$ cat config.mk
export PLATFORM = sky130hd
export DESIGN_NAME = sorted_key_column_segmenter
export DESIGN_NICKNAME = d
export VERILOG_FILES = /design/src/rtl/core/skcs_pkg.sv /design/src/rtl/core/sorted_key_column_segmenter.sv /design/src/rtl/core/skcs_divider.sv /design/src/rtl/core/skcs_queue.sv /design/src/rtl/core/skcs_back.sv
export SDC_FILE = /design/constraint.sdc
export NUM_CORES = 1
export LEC_CHECK = 0
export BUFFER_PORTS_ARGS = -buffer_cell sky130_fd_sc_hd__buf_2
export CAP_MARGIN = 20
export CORE_MARGIN = 2
export CORE_UTILIZATION = 45
export DETAILED_ROUTE_END_ITERATION = 6
export GPL_ROUTABILITY_DRIVEN = 0
export MAX_ROUTING_LAYER = met4
export PLACE_DENSITY = 0.69
export SLEW_MARGIN = 20
export SYNTH_ARGS = -nofsm -noshare
export SYNTH_HDL_FRONTEND = slang
export SYNTH_SLANG_ARGS = --single-unit
$ cat constraint.sdc
create_clock -name clock -period 7.5 [get_ports clock]
set_input_delay 0.75 -clock clock [delete_from_list [all_inputs] [get_ports clock]]
set_output_delay 0.75 -clock clock [all_outputs]
set_load 0.005 [all_outputs]
$ cat src/rtl/core/skcs_pkg.sv
package skcs_pkg;

   localparam int WORD_W      = 32;
   localparam int POS_W       = 16;
   localparam int QUEUE_DEPTH = 2;

   // one classified key, handed from the divider to the segmenter
   typedef struct packed {
      logic [WORD_W-1:0] column;
      logic [POS_W-1:0]  position;
      logic              final_key;
   } item_type;

   // one result word
   typedef struct packed {
      logic [WORD_W-1:0] column_start;
      logic [WORD_W-1:0] column_length;
      logic              set_closed;
      logic [WORD_W-1:0] set_first_column;
      logic [WORD_W-1:0] set_column_count;
      logic              last_record;
   } result_type;

endpackage

$ cat src/rtl/core/sorted_key_column_segmenter.sv
// Sorted key column segmenter. Feed ascending block keys on req_, one word per
// key, with req_final_key set on the last key of a list. Each key is split by
// the axis length (csr_axis_length, zero acts as one) into a column number and
// a position; a run of consecutive positions in one column closes as a column
// result on rsp_, and a change of column number also closes the set, whose
// first column and column count ride on the same result word. The final key
// flushes the open column and set with rsp_last_record high and restarts the
// list at zero. The front is a one-bit-per-cycle restoring divider; the next
// key is taken as the quotient leaves. A two-word queue decouples the divider
// from the segmenter, which retires one queued word per cycle while its result
// slot is free; a word that both closes a column and ends the list holds the
// queue until its flush word is out. Only the low KEY_WIDTH bits of a key are
// used. No start-up sweep is needed after reset. Write csr_ only while idle.
module sorted_key_column_segmenter #(
   parameter int KEY_WIDTH = 32
) (
   input  logic                        clock,
   input  logic                        reset,
   input  logic                        req_valid,
   output logic                        req_ready,
   input  logic [skcs_pkg::WORD_W-1:0] req_sorted_key,
   input  logic                        req_final_key,
   output logic                        rsp_valid,
   input  logic                        rsp_ready,
   output logic [skcs_pkg::WORD_W-1:0] rsp_column_start,
   output logic [skcs_pkg::WORD_W-1:0] rsp_column_length,
   output logic                        rsp_set_closed,
   output logic [skcs_pkg::WORD_W-1:0] rsp_set_first_column,
   output logic [skcs_pkg::WORD_W-1:0] rsp_set_column_count,
   output logic                        rsp_last_record,
   input  logic                        csr_valid,
   output logic                        csr_ready,
   input  logic [skcs_pkg::POS_W-1:0]  csr_axis_length
);
   import skcs_pkg::*;

   // keys are at most one word wide, so clamp the divider length to that
   localparam int KEY_W = (KEY_WIDTH < WORD_W) ? KEY_WIDTH : WORD_W;

   logic [POS_W-1:0] axis_ff, axis_in;
   logic [POS_W-1:0] divisor;
   logic             div_valid, div_ready;
   item_type         div_item;
   logic             back_valid, back_ready;
   item_type         back_item;
   result_type       result;

   // configuration register: always ready, take the word on handshake
   assign csr_ready = 1'b1;
   assign axis_in   = (csr_valid && csr_ready) ? csr_axis_length : axis_ff;

   always_ff @(posedge clock) begin
      if (reset) begin
         axis_ff <= POS_W'(1);
      end else begin
         axis_ff <= axis_in;
      end
   end

   // a zero axis length divides as one
   assign divisor = (axis_ff == '0) ? POS_W'(1) : axis_ff;

   // front: split each key into column and position
   skcs_divider #(
      .KEY_W (KEY_W)
   ) u_divider (
      .clock          (clock),
      .reset          (reset),
      .req_valid      (req_valid),
      .req_ready      (req_ready),
      .req_sorted_key (req_sorted_key),
      .req_final_key  (req_final_key),
      .divisor        (divisor),
      .q_valid        (div_valid),
      .q_ready        (div_ready),
      .q_data         (div_item)
   );

   // hold classified keys so either side may stall on its own
   skcs_queue u_queue (
      .clock     (clock),
      .reset     (reset),
      .in_valid  (div_valid),
      .in_ready  (div_ready),
      .in_data   (div_item),
      .out_valid (back_valid),
      .out_ready (back_ready),
      .out_data  (back_item)
   );

   // back: compare with the previous key, close columns and sets
   skcs_back u_back (
      .clock     (clock),
      .reset     (reset),
      .q_valid   (back_valid),
      .q_ready   (back_ready),
      .q_data    (back_item),
      .rsp_valid (rsp_valid),
      .rsp_ready (rsp_ready),
      .rsp_data  (result)
   );

   assign rsp_column_start     = result.column_start;
   assign rsp_column_length    = result.column_length;
   assign rsp_set_closed       = result.set_closed;
   assign rsp_set_first_column = result.set_first_column;
   assign rsp_set_column_count = result.set_column_count;
   assign rsp_last_record      = result.last_record;

endmodule

$ cat src/rtl/core/skcs_divider.sv
module skcs_divider #(
   parameter int KEY_W = 32
) (
   input  logic                        clock,
   input  logic                        reset,
   input  logic                        req_valid,
   output logic                        req_ready,
   input  logic [skcs_pkg::WORD_W-1:0] req_sorted_key,
   input  logic                        req_final_key,
   input  logic [skcs_pkg::POS_W-1:0]  divisor,
   output logic                        q_valid,
   input  logic                        q_ready,
   output skcs_pkg::item_type          q_data
);
   import skcs_pkg::*;

   localparam int CW = $clog2(KEY_W + 1);

   typedef enum logic [2:0] {
      DV_IDLE = 3'b001,
      DV_RUN  = 3'b010,
      DV_DONE = 3'b100
   } state_type;

   state_type         state_ff, state_in;
   logic [CW-1:0]     cnt_ff, cnt_in;
   logic [KEY_W-1:0]  quot_ff, quot_in;
   logic [POS_W-1:0]  rem_ff, rem_in;
   logic [POS_W-1:0]  div_ff, div_in;
   logic              final_ff, final_in;
   logic [POS_W:0]    shifted;
   logic              ge;
   logic              accept;

   assign req_ready = (state_ff == DV_IDLE) || ((state_ff == DV_DONE) && q_ready);
   assign accept    = req_valid && req_ready;
   assign q_valid   = (state_ff == DV_DONE);

   assign q_data.column    = WORD_W'(quot_ff);
   assign q_data.position  = rem_ff;
   assign q_data.final_key = final_ff;

   // restoring step: bring down the next dividend bit, subtract if it fits
   assign shifted = {rem_ff, quot_ff[KEY_W-1]};
   assign ge      = shifted >= {1'b0, div_ff};

   always_comb begin
      state_in = state_ff;
      cnt_in   = cnt_ff;
      quot_in  = quot_ff;
      rem_in   = rem_ff;
      div_in   = div_ff;
      final_in = final_ff;
      unique case (state_ff)
         DV_IDLE: ;
         DV_RUN: begin
            quot_in = {quot_ff[KEY_W-2:0], ge};
            rem_in  = ge ? POS_W'(shifted - {1'b0, div_ff}) : shifted[POS_W-1:0];
            cnt_in  = cnt_ff - CW'(1);
            if (cnt_ff == CW'(1)) begin
               state_in = DV_DONE;
            end
         end
         DV_DONE: begin
            if (q_ready) begin
               state_in = DV_IDLE;
            end
         end
         default: state_in = DV_IDLE;
      endcase
      if (accept) begin
         state_in = DV_RUN;
         cnt_in   = CW'(KEY_W);
         quot_in  = req_sorted_key[KEY_W-1:0];
         rem_in   = '0;
         div_in   = divisor;
         final_in = req_final_key;
      end
   end

   always_ff @(posedge clock) begin
      if (reset) begin
         state_ff <= DV_IDLE;
         cnt_ff   <= '0;
      end else begin
         state_ff <= state_in;
         cnt_ff   <= cnt_in;
      end
      quot_ff  <= quot_in;
      rem_ff   <= rem_in;
      div_ff   <= div_in;
      final_ff <= final_in;
   end

endmodule

$ cat src/rtl/core/skcs_queue.sv
module skcs_queue (
   input  logic               clock,
   input  logic               reset,
   input  logic               in_valid,
   output logic               in_ready,
   input  skcs_pkg::item_type in_data,
   output logic               out_valid,
   input  logic               out_ready,
   output skcs_pkg::item_type out_data
);
   import skcs_pkg::*;

   localparam int PTR_W = (QUEUE_DEPTH > 1) ? $clog2(QUEUE_DEPTH) : 1;
   localparam int CNT_W = $clog2(QUEUE_DEPTH + 1);

   item_type          mem_ff [QUEUE_DEPTH];
   logic [PTR_W-1:0]  wr_ptr_ff, wr_ptr_in;
   logic [PTR_W-1:0]  rd_ptr_ff, rd_ptr_in;
   logic [CNT_W-1:0]  count_ff, count_in;
   logic              push, pop;

   assign in_ready  = count_ff != CNT_W'(QUEUE_DEPTH);
   assign out_valid = count_ff != '0;
   assign out_data  = mem_ff[rd_ptr_ff];
   assign push      = in_valid && in_ready;
   assign pop       = out_valid && out_ready;

   always_comb begin
      wr_ptr_in = wr_ptr_ff;
      rd_ptr_in = rd_ptr_ff;
      count_in  = count_ff;
      if (push) begin
         wr_ptr_in = (wr_ptr_ff == PTR_W'(QUEUE_DEPTH - 1)) ? '0 : wr_ptr_ff + PTR_W'(1);
      end
      if (pop) begin
         rd_ptr_in = (rd_ptr_ff == PTR_W'(QUEUE_DEPTH - 1)) ? '0 : rd_ptr_ff + PTR_W'(1);
      end
      if (push && !pop) begin
         count_in = count_ff + CNT_W'(1);
      end else if (pop && !push) begin
         count_in = count_ff - CNT_W'(1);
      end
   end

   always_ff @(posedge clock) begin
      if (reset) begin
         wr_ptr_ff <= '0;
         rd_ptr_ff <= '0;
         count_ff  <= '0;
      end else begin
         wr_ptr_ff <= wr_ptr_in;
         rd_ptr_ff <= rd_ptr_in;
         count_ff  <= count_in;
      end
   end

   always_ff @(posedge clock) begin
      if (push) begin
         mem_ff[wr_ptr_ff] <= in_data;
      end
   end

endmodule

$ cat src/rtl/core/skcs_back.sv
module skcs_back (
   input  logic                 clock,
   input  logic                 reset,
   input  logic                 q_valid,
   output logic                 q_ready,
   input  skcs_pkg::item_type   q_data,
   output logic                 rsp_valid,
   input  logic                 rsp_ready,
   output skcs_pkg::result_type rsp_data
);
   import skcs_pkg::*;

   logic [WORD_W-1:0] prev_col_ff, prev_col_in;
   logic [POS_W-1:0]  prev_pos_ff, prev_pos_in;
   logic [WORD_W-1:0] bc_ff, bc_in;
   logic [WORD_W-1:0] ocs_ff, ocs_in;
   logic [WORD_W-1:0] ce_ff, ce_in;
   logic [WORD_W-1:0] osf_ff, osf_in;
   logic              pend_ff, pend_in;
   logic              valid_ff, valid_in;
   result_type        result_ff, result_in;

   logic              slot_free, pop;
   logic              new_set, gap, brk;
   logic [WORD_W-1:0] bc_inc, ce_inc;

   function automatic result_type make_result(
      input logic [WORD_W-1:0] ocs,
      input logic [WORD_W-1:0] bc,
      input logic [WORD_W-1:0] ce,
      input logic [WORD_W-1:0] osf,
      input logic              set_end,
      input logic              last
   );
      result_type r;
      r.column_start     = ocs;
      r.column_length    = bc - ocs;
      r.set_closed       = set_end;
      r.set_first_column = set_end ? osf : '0;
      r.set_column_count = set_end ? (ce + WORD_W'(1) - osf) : '0;
      r.last_record      = last;
      return r;
   endfunction

   assign slot_free = !valid_ff || rsp_ready;
   assign q_ready   = slot_free && !pend_ff;
   assign pop       = q_valid && q_ready;
   assign rsp_valid = valid_ff;
   assign rsp_data  = result_ff;

   assign bc_inc  = bc_ff + WORD_W'(1);
   assign ce_inc  = ce_ff + WORD_W'(1);
   assign new_set = q_data.column != prev_col_ff;
   assign gap     = {1'b0, q_data.position} != ({1'b0, prev_pos_ff} + (POS_W + 1)'(1));
   // the first key of a list never closes a column
   assign brk     = (bc_ff != '0) && (new_set || gap);

   always_comb begin
      prev_col_in = prev_col_ff;
      prev_pos_in = prev_pos_ff;
      bc_in       = bc_ff;
      ocs_in      = ocs_ff;
      ce_in       = ce_ff;
      osf_in      = osf_ff;
      pend_in     = pend_ff;
      result_in   = result_ff;
      valid_in    = valid_ff && !rsp_ready;
      if (pend_ff && slot_free) begin
         // flush the final column and set, then start a fresh list
         result_in   = make_result(ocs_ff, bc_ff, ce_ff, osf_ff, 1'b1, 1'b1);
         valid_in    = 1'b1;
         pend_in     = 1'b0;
         prev_col_in = '0;
         prev_pos_in = '0;
         bc_in       = '0;
         ocs_in      = '0;
         ce_in       = '0;
         osf_in      = '0;
      end else if (pop) begin
         prev_col_in = q_data.column;
         prev_pos_in = q_data.position;
         bc_in       = bc_inc;
         if (brk) begin
            result_in = make_result(ocs_ff, bc_ff, ce_ff, osf_ff, new_set, 1'b0);
            valid_in  = 1'b1;
            ocs_in    = bc_ff;
            ce_in     = ce_inc;
            if (new_set) begin
               osf_in = ce_inc;
            end
            pend_in = q_data.final_key;
         end else if (q_data.final_key) begin
            result_in   = make_result(ocs_ff, bc_inc, ce_ff, osf_ff, 1'b1, 1'b1);
            valid_in    = 1'b1;
            prev_col_in = '0;
            prev_pos_in = '0;
            bc_in       = '0;
            ocs_in      = '0;
            ce_in       = '0;
            osf_in      = '0;
         end
      end
   end

   always_ff @(posedge clock) begin
      if (reset) begin
         prev_col_ff <= '0;
         prev_pos_ff <= '0;
         bc_ff       <= '0;
         ocs_ff      <= '0;
         ce_ff       <= '0;
         osf_ff      <= '0;
         pend_ff     <= 1'b0;
         valid_ff    <= 1'b0;
      end else begin
         prev_col_ff <= prev_col_in;
         prev_pos_ff <= prev_pos_in;
         bc_ff       <= bc_in;
         ocs_ff      <= ocs_in;
         ce_ff       <= ce_in;
         osf_ff      <= osf_in;
         pend_ff     <= pend_in;
         valid_ff    <= valid_in;
      end
      result_ff <= result_in;
   end

`ifndef ASSERT_OFF
   a_pend_holds_output: assert property (@(posedge clock) disable iff (reset)
      pend_ff |-> valid_ff)
      else $error("final flush pending without a column result waiting");

   a_flush_clears: assert property (@(posedge clock) disable iff (reset)
      (pend_ff && slot_free) |=> (bc_ff == '0 && !pend_ff && valid_ff && result_ff.last_record))
      else $error("final flush did not restart the list");

   a_no_pop_while_pending: assert property (@(posedge clock) disable iff (reset)
      pend_ff |-> !pop)
      else $error("word taken from queue while a flush is pending");
`endif

endmodule
### After elaboration in Yosys (flattened, before gate mapping)

Memories as Yosys holds them, arrays and structs flattened. A register that Yosys moved wholly into a read port is not among the register bits.
Cells that the tools add are included.

* memories kept: 1
* output and inout bits: 133
* logic and storage cells: 125
* bits in registers: 402
* input bits: 54
* bits in writable memories: 98

Memory list
* u_queue.mem_ff: depth 2, bits a word 49, rd ports 1, clocked after memory_dff 1, wr ports 1, RTL line skcs_queue.sv:16 `item_type mem_ff [QUEUE_DEPTH];`

* bitwise gates (word level): 1
* add/subtract/negate cells: 12
* equal/unequal tests: 13
* $lt $le $gt $ge: 1
* reductions and logical operators: 33
* muxes and demuxes: 38

Operators with widths (number)
* 130-bit 2-to-1 mux: 4
* 32-bit 2-to-1 mux: 13
* 32-bit subtractor: 3
* 32-bit by 1-bit adder with 32-bit output, second input constant: 2
* 16-bit 2-to-1 mux: 3
* 32-bit inequality test: 1
* 32-bit nonzero test: 1
* 16-bit by 1-bit adder with 17-bit output, second input constant: 1
* 17-bit by 16-bit greater-or-equal comparator with 1-bit output: 1
* 16-bit by 17-bit inequality test with 1-bit output: 1
* 16-bit logical NOT: 1
* 16-bit subtractor: 1
* 6-bit 2-to-1 mux: 2
* 1-bit 2-to-1 mux: 10
* 2-bit nonzero test: 5
* 1-bit logical AND: 9
* 3-bit case mux with 3 select lines: 1
* 3-bit AND reduction: 3
* 6-bit by 1-bit == test with 1-bit output, second input constant: 1
* 2-bit 2-to-1 mux: 3
* 3-bit 2-to-1 mux: 2
* 2-bit by 1-bit inequality test with 1-bit output, second input constant: 3
* 2-bit AND reduction: 3
* 6-bit by 1-bit subtractor with 6-bit output, second input constant: 1
* 14 further kinds: 23

### Depth between registers and ports, before layout

Gate-level depths: netlist of run 1.

* word-level depth: 7
* gate-level depth with buffers: 20
* depth with buffers taken out: 20

### Hierarchy

From an unflattened synthesis of run 1, not the netlist that was laid out.

* cell total of the unflattened synthesis: 2688
* area total of the unflattened synthesis: 26329.0 um^2

Modules (own cells, without submodules)
* skcs_back: cells each 2010, times used 1, area each 17823.3 um^2
* skcs_divider: cells each 428, times used 1, area each 4071.4 um^2
* skcs_queue: cells each 176, times used 1, area each 3751.1 um^2
* sorted_key_column_segmenter: cells each 74, times used 1, area each 683.2 um^2

### Worst setup path before layout of run 1

No wires, ideal clock.

* kind: flip-flop to flip-flop
* start: register with a tool-made name
* end: register u_back.result_ff, in the netlist u_back.rsp_data[100] (enable)
* arrival: 4.760 ns
* cell stages (with the launch flop): 11
* setup slack: 1.621 ns
* buffers on the path: 2
* period minus slack after synthesis: 5.879 ns
* path through: dfxtp_1 buf_6 buf_2 mux2i_1 xnor2_1 nor4_1 nand4_1 or4_4 o41a_1 o21ai_2 nand2_1

RTL lines
* end signal: assignment: RTL line skcs_back.sv:125 `result_ff <= result_in;`
* end: declaration: RTL line skcs_back.sv:21 `result_type result_ff, result_in;`

==> results of run 1 <==
[synth_stat cells (all sizes together), types with 37 or more instances]
cell type,instances
a21o,49
a21oi,137
a22o,43
a22oi,47
and2,69
clkbuf,104
dfxtp,226
edfxtp,275
ha,116
inv,140
mux2,37
mux2i,77
nand2,176
nand3,78
nor2,261
o21ai,116
xnor2,138
xor2,69
[critical path, stage by stage (launching register included)]
cell and delay [ns]:
dfxtp_2 0.93, buf_4 0.39, mux2i_1 0.31, xnor2_1 0.11
nor4_1 0.37, nand4_1 0.28, or4_4 0.66, o41a_1 0.55
o21ai_2 0.34, nand2_4 0.57, buf_4 0.58
[sequential cells by signal, indices dropped and copies added (netlist names), 32 cells and up, named ones only]
signal and cells:
u_back.rsp_data 130, u_back.osf_ff 32, u_divider.quot_ff 32, u_back.ce_ff 32, u_back.bc_ff 32, u_back.prev_col_ff 32
u_back.ocs_ff 32, u_queue.mem_ff 98
[power by group]
part	switching [mW]	leakage, nW	total, mW	internal, mW
Combinational	1.57	6.08	2.37	0.792
Sequential	0.218	4.41	3.62	3.40
Clock	1.10	0.870	2.71	1.61
Total	2.90	11.4	8.69	5.80
[per-stage QoR]
step	worst slack (ns)	power, mW
2_1_floorplan	1.62	5.32
5_1_grt	1.57	9.14
3_3_place_gp	2.06	5.96
4_1_cts	1.89	8.77
3_5_place_dp	1.93	6.04
6_report	1.99	8.69
[cells in the final DEF (no fill, tap or decap), types with 18 or more instances in the layout]
cell type,instances
a21o_1,49
a21oi_1,135
a22o_1,43
a22oi_1,47
a31oi_1,18
and2_1,67
and3_1,31
buf_2,185
buf_4,19
clkbuf_16,53
dfxtp_1,225
edfxtp_1,275
ha_1,116
inv_1,139
mux2_2,37
mux2i_1,77
nand2_1,174
nand2b_1,21
nand3_1,77
nand4_1,25
nor2_1,257
nor2b_1,19
nor3_1,28
nor4_1,24
o21ai_0,106
o22ai_1,28
o32ai_1,22
xnor2_1,138
xor2_1,69
[per-layer routing]
layer / vias to the layer above / global-route usage / share of wire
met1: 9394 / 0.269 / 0.45
met3: 136 / 0.0303 / 0.056
met2: 597 / 0.334 / 0.47
met5: - / - / 0
li1: 9585 / - / -
met4: 0 / 0.0710 / 0.031
[worst min-delay path by stage]
stage	to	cells after the start	from	slack, ns
6_report	u_divider.final_ff	1	req_final_key	0.35
4_1_cts	u_divider.final_ff	1	req_final_key	0.32
3_5_place_dp	u_divider.div_ff[1]	0	axis_ff[1]	0.45
3_3_place_gp	u_back.ocs_ff[30]	2	u_back.ocs_ff[30]	0.44
2_1_floorplan	u_queue.mem_ff[0][0]	0	u_divider.final_ff	0.42
5_1_grt	u_divider.final_ff	1	req_final_key	0.32
[layout make-up]
| class | count | area share |
|---|---|---|
| Sequential cell | 501 | 0.434 |
| Clock inverter | 35 | 0.0137 |
| Inverter | 140 | 0.0179 |
| Clock buffer | 64 | 0.0474 |
| Tap cell | 765 | 0.0325 |
| Multi-Input combinational cell | 1816 | 0.418 |
| Timing Repair Buffer | 204 | 0.0363 |
[kinds of logic (layout without fill, tap and decap cells)]
kind of cell	count (synthesis)	after routing	synth area share
AND/OR/NAND/NOR	783	783	0.143
AO/OA/AOI/OAI	590	590	0.151
flip-flops	501	501	0.489
buffers and inverters	280	443	0.0430
XOR/XNOR	208	208	0.0702
adder cells (fa/ha/maj)	120	120	0.0585
multiplexers	114	114	0.0454
other	1	1	0.000143
==> out/metrics.cfg, run 1 <==
[cts]
clk_latency_ns=0.60
tritoncts=done
cts_buffers=53
root_buffer=clkbuf_16
clock-sinks=501
clockBufferDepth=3
clk_pin_slew_ns=0.06
cts_resized=0
cts_hold_buf=0
post_cts_buffers=0
htreeDepth=2

[detailed_routing]
first_pass_iters=6
ant_nets=0
post-route-drc-count=0
drt-initial-drc-count=1462
wl_per_cell_microns=17.5
via_per_inst=5.59
via_count=19700
finalWirelength_microns=61700

[timing]
fmax_mhz=182
final.setup.tns_ns=0
post-route-period-util=0.734
hold_viol=0
fin_crit_ns=5.51
slew_headroom=0.331
setup_viol=0
hold_slack_ns=0.351
slew_violations=0
fin_skew_ns=0.0243
worstMarginPinSlew_ns=1.00
rsz0062_at_grt=no

[floorplanning]
die_area_sq_um=60100
rows=88
initial_core_util=0.454
core_area_sq_um=57600
ios=187
dieHeight_microns=245
chipWidth_microns=245

[critical_path]
r2r_cells=10
start_kind=flip-flop
cp_max_fo=75
r2r-end=u_back.rsp_data[74]
end_kind=flip-flop
cp_data_arrival_time_ns=5.77
crit_type=flip-flop to flip-flop
critPathCapture=u_back.rsp_data[74]
worstPathRequired_ns=7.77
reg2reg_slack_ns=1.99

[yosys]
yosys_warnings=0
synth_cell_types=79
async_reset_ff_frac=0
netlist.area_leader.share=0.316
netlist_instances=2597
synth_edf_count=275
ys_top_cells_by_area=edfxtp_1 32%, dfxtp_1 17%, ha_1 5.5%, xnor2_1 4.6%, nor2_1 3.7%
ys.flop_type=edfxtp_1
synth_area_per_cell_sq_um=10.1
syn-num-nets=2771
synth_area_sq_um=26200
synth_seq_cells=501
synth_top_area_cell=edfxtp_1
yosysSeqAreaShare=0.489

[finish]
nNetsFinal=2890
fillers=5160
antenna_cells=0
area_growth_pct=12.6
fin_area_sq_um=29500
multi_input_comb_area_sq_um=12300
post-route-util=0.512
drive_gt1_frac=0.132
seqCellArea_sq_um=12800
finish.cell_count_without_fillers=3525

[grt]
grt_pass1_vias=19200
antenna_found_initial=0
overflow=0
grt.total_usage=0.208
grt_max_degree=82
grt_pass1_wl_microns=99200

[min_path]
hp-class=input port to flip-flop

[placed_design]
dp_hpwl_microns=43500
portBuffers=185
dp_cells=3426
place_area_sq_um=27700

[flow_run]
maxCapViolCount=0

[pwr]
ir_worst_vdd_mv=0.256
p_leak_nw=11.4
powerDensity_nw_per_um2=295

[run_status]
outcome=finished, final reports clean

(Power assumes the default switching activity.)
==> inputs of run 2 (changes only) <==
--- a/config.mk
+++ b/config.mk
@@ -5,6 +5,7 @@
 export SDC_FILE = /design/constraint.sdc
 export NUM_CORES = 1
 export LEC_CHECK = 0
+export ABC_AREA = 1
 export BUFFER_PORTS_ARGS = -buffer_cell sky130_fd_sc_hd__buf_2
 export CAP_MARGIN = 20
 export CORE_MARGIN = 2
@@ -12,7 +13,7 @@
 export DETAILED_ROUTE_END_ITERATION = 6
 export GPL_ROUTABILITY_DRIVEN = 0
 export MAX_ROUTING_LAYER = met4
-export PLACE_DENSITY = 0.69
+export PLACE_DENSITY = 0.72
 export SLEW_MARGIN = 20
 export SYNTH_ARGS = -nofsm -noshare
 export SYNTH_HDL_FRONTEND = slang
==> constraint.sdc (replaced) <==
create_clock -name clock -period 4.95 [get_ports clock]
set_input_delay 0.495 -clock clock [delete_from_list [all_inputs] [get_ports clock]]
set_output_delay 0.495 -clock clock [all_outputs]
set_load 0.005 [all_outputs]
==> out/metrics.cfg, run 2 <==
[run_status]
outcome=finished, final reports clean  ; unchanged

[critical_path]
path_buf_inv=4  ; was 2
cp_common_cell=nand2_1  ; was buf_4
worstReg2RegStart=u_back.ce_ff[0]
crit_family=simple AND/OR/NAND/NOR gates  ; unchanged
r2r_cells=21  ; was 10
crit_chain=ha_1 > inv_1 > nor3_1 > nand2_1 > nor2_1 > inv_1 > nor2_1 > xor2_1 > inv_1 > ha_1 > nand2_1 > nor2_1 > inv_1 > o21ai_0 > nand2_1 > nand2_1 > nand2_1 > nand2_1 > nand2_1 > a21o_1 > a21oi_1  ; was buf_4 > mux2i_1 > xnor2_1 > nor4_1 > nand4_1 > or4_4 > o41a_1 > o21ai_2 > nand2_4 > buf_4
end_kind=flip-flop  ; unchanged
cp_max_fo=5  ; was 75
crit_type=flip-flop to flip-flop  ; unchanged
slowest_stage=o21ai_0  ; was dfxtp_2
worstPathRequired_ns=5.43  ; was 7.77 ns
reg2reg_slack_ns=0.85  ; was 1.99 ns
worstSetupStartpoint=u_back.ce_ff[0]
cp_data_arrival_time_ns=4.57  ; was 5.77 ns
r2r-end=u_back.rsp_data[24]  ; was u_back.rsp_data[74]
cpPeakStageDelay_ns=0.55  ; was 0.93 ns
start_kind=flip-flop  ; unchanged

[floorplanning]
core_area_sq_um=61400  ; was 57600 sq um
chipWidth_microns=253  ; was 245 microns
ios=187  ; unchanged
rows=91  ; was 88
initial_core_util=0.453  ; was 0.454
dieHeight_microns=253  ; was 245 microns
die_area_sq_um=63800  ; was 60100 sq um

[yosys]
ys.flop_type=edfxtp_1  ; unchanged
synth_commonest_cells=958 x nand2_1, 371 x inv_1, 332 x nor2_1, 321 x a21oi_1, 275 x edfxtp_1  ; was 275 x edfxtp_1, 259 x nor2_1, 226 x dfxtp_1, 176 x nand2_1, 140 x inv_1
syn-num-nets=3709  ; was 2771
synth_area_per_cell_sq_um=7.87  ; was 10.1 sq um
synth_seq_cells=501  ; unchanged
synth_top_area_cell=edfxtp_1  ; unchanged
yosys_warnings=0  ; unchanged
netlist.area_leader.share=0.297  ; was 0.316
synth_cell_types=53  ; was 79
yosysSeqAreaShare=0.459  ; was 0.489
async_reset_ff_frac=0  ; unchanged
synth_most_common_cell=nand2_1  ; was edfxtp_1
ys_top_cells_by_area=edfxtp_1 30%, dfxtp_1 16%, nand2_1 13%, a21oi_1 5.8%, ha_1 5.2%  ; was edfxtp_1 32%, dfxtp_1 17%, ha_1 5.5%, xnor2_1 4.6%, nor2_1 3.7%
synth_edf_count=275  ; unchanged
synth_area_sq_um=27800  ; was 26200 sq um
netlist_instances=3535  ; was 2597

[timing]
slew_headroom=0.319  ; was 0.331
fmax_mhz=244  ; was 182 MHz
rsz0062_at_grt=no  ; unchanged
fin_skew_ns=0.0547  ; was 0.0243 ns
worstMarginPinSlew_ns=1.02  ; was 1.00 ns
final.setup.tns_ns=0  ; unchanged
fin_ws_ns=0.853  ; was 1.99 ns
post-route-period-util=0.828  ; was 0.734
slew_violations=0  ; unchanged
fin_crit_ns=4.10  ; was 5.51 ns
hold_viol=0  ; unchanged
setup_viol=0  ; unchanged

[min_path]
hp-start=req_final_key  ; unchanged
worstHoldPathCells=1  ; unchanged
hp-class=input port to flip-flop  ; unchanged
hold_path_end=u_divider.final_ff  ; unchanged

[detailed_routing]
drt-initial-drc-count=2063  ; was 1462
via_per_inst=5.30  ; was 5.59
ant_nets=0  ; unchanged
wl_per_cell_microns=15.9  ; was 17.5 microns
via_count=23800  ; was 19700
finalWirelength_microns=71500  ; was 61700 microns
first_pass_iters=6  ; unchanged
post-route-drc-count=0  ; unchanged

[cts]
clk_latency_ns=0.64  ; was 0.60 ns
post_cts_buffers=0  ; unchanged
tritoncts=done  ; unchanged
cts_hold_buf=0  ; unchanged
clockBufferDepth=3  ; unchanged
cts_buffers=55  ; was 53
htreeDepth=2  ; unchanged
root_buffer=clkbuf_16  ; unchanged
clock-sinks=501  ; unchanged
cts_resized=0  ; unchanged
clk_pin_slew_ns=0.06  ; about the same

[placed_design]
portBuffers=185  ; unchanged
pre_cts_ws_ns=0.968  ; was 1.93 ns
dp_hpwl_microns=50400  ; was 43500 microns

[finish]
final_common_cell=nand2_1  ; was edfxtp_1
drive_gt1_frac=0.0932  ; was 0.132
fillers=5835  ; was 5160
antenna_cells=0  ; unchanged
largest_register_ffs=130  ; unchanged
final_cell_mix=957 x nand2_1, 371 x inv_1, 329 x nor2_1  ; was 275 x edfxtp_1, 257 x nor2_1, 225 x dfxtp_1
seqCellArea_sq_um=12800  ; unchanged
area_growth_pct=12.6  ; about the same
nNetsFinal=3839  ; was 2890
multi_input_comb_area_sq_um=13000  ; was 12300 sq um

[flow_run]
maxCapViolCount=0  ; unchanged

[pwr]
powerDensity_nw_per_um2=449  ; was 295 nW/um^2
p_leak_nw=13.6  ; was 11.4 nW
ir_worst_vdd_mv=0.344  ; was 0.256 mV

[grt]
grt_pass1_wl_microns=113000  ; was 99200 microns
grt_pass1_vias=22300  ; was 19200
antenna_found_initial=0  ; unchanged
grt.total_usage=0.225  ; was 0.208
grt_max_degree=82  ; unchanged
overflow=0  ; unchanged

## run 2: stage by stage
stage                     std cells  utilization  hold WS (ns)  power [mW]  area, sq um
after detailed placement       4398        0.478         0.443        9.76        29300
after floorplan                3535            -         0.421        8.39        27800
final                          4502        0.510        0.0761        14.1        31300
after global routing           4502        0.510        0.0588        14.8        31300
after CTS                      4502        0.510        0.0391        14.2        31300
after global placement         4398        0.478         0.435        9.68        29300
## run 2: routing by layer
metal,vias up,share of wire,track usage
met1,11000,0.44,0.294
met4,0,0.027,0.0686
met2,765,0.46,0.361
met3,126,0.068,0.0341
met5,-,0,-
li1,12000,-,-
## run 2: worst register-to-register path: stages, from the launching register on
cell	delay, ns
dfxtp_1	0.40
ha_1	0.26
inv_1	0.08
nor3_1	0.34
nand2_1	0.18
nor2_1	0.13
inv_1	0.06
nor2_1	0.15
xor2_1	0.25
inv_1	0.08
ha_1	0.35
nand2_1	0.15
nor2_1	0.13
inv_1	0.04
o21ai_0	0.55
nand2_1	0.10
nand2_1	0.18
nand2_1	0.07
nand2_1	0.10
nand2_1	0.08
a21o_1	0.16
a21oi_1	0.13
## run 2: kinds of logic (layout without fill, tap and decap cells)
kind of cell | Yosys count | in the layout | share of synthesized area
AOI/OAI and AO/OA | 513 | 513 | 0.0999
and+or+nand+nor | 1729 | 1729 | 0.262
buffers and inverters | 519 | 696 | 0.0754
adders and majority gates | 120 | 120 | 0.0550
xor gates and xnor gates | 152 | 152 | 0.0478
DFF | 501 | 501 | 0.459
other | 1 | 1 | 0.000135
## run 2: layout make-up
type | count | share of cell area
sequential | 501 | 0.408
clock buffer | 65 | 0.0478
inverter | 382 | 0.0460
tap | 790 | 0.0316
multi-input combinational | 2515 | 0.415
clock inverter | 39 | 0.0153
timing repair buffer | 210 | 0.0363
## run 2: worst max-delay path by stage
| stage | to | depth (start not counted) |
|---|---|---|
| after floorplan | u_back.rsp_data[100] | 18 |
| after global placement | u_back.rsp_data[97] | 19 |
| after detailed placement | u_back.rsp_data[24] | 21 |
| after CTS | u_back.rsp_data[24] | 21 |
| after global routing | u_back.rsp_data[29] | 24 |
| final | u_back.rsp_data[24] | 21 |
## run 2: where the power goes
group / total, mW / internal, mW / switching, mW
clock: 4.37 / 2.56 / 1.82
combinational: 4.14 / 1.14 / 3.01
sequential: 5.54 / 5.25 / 0.296
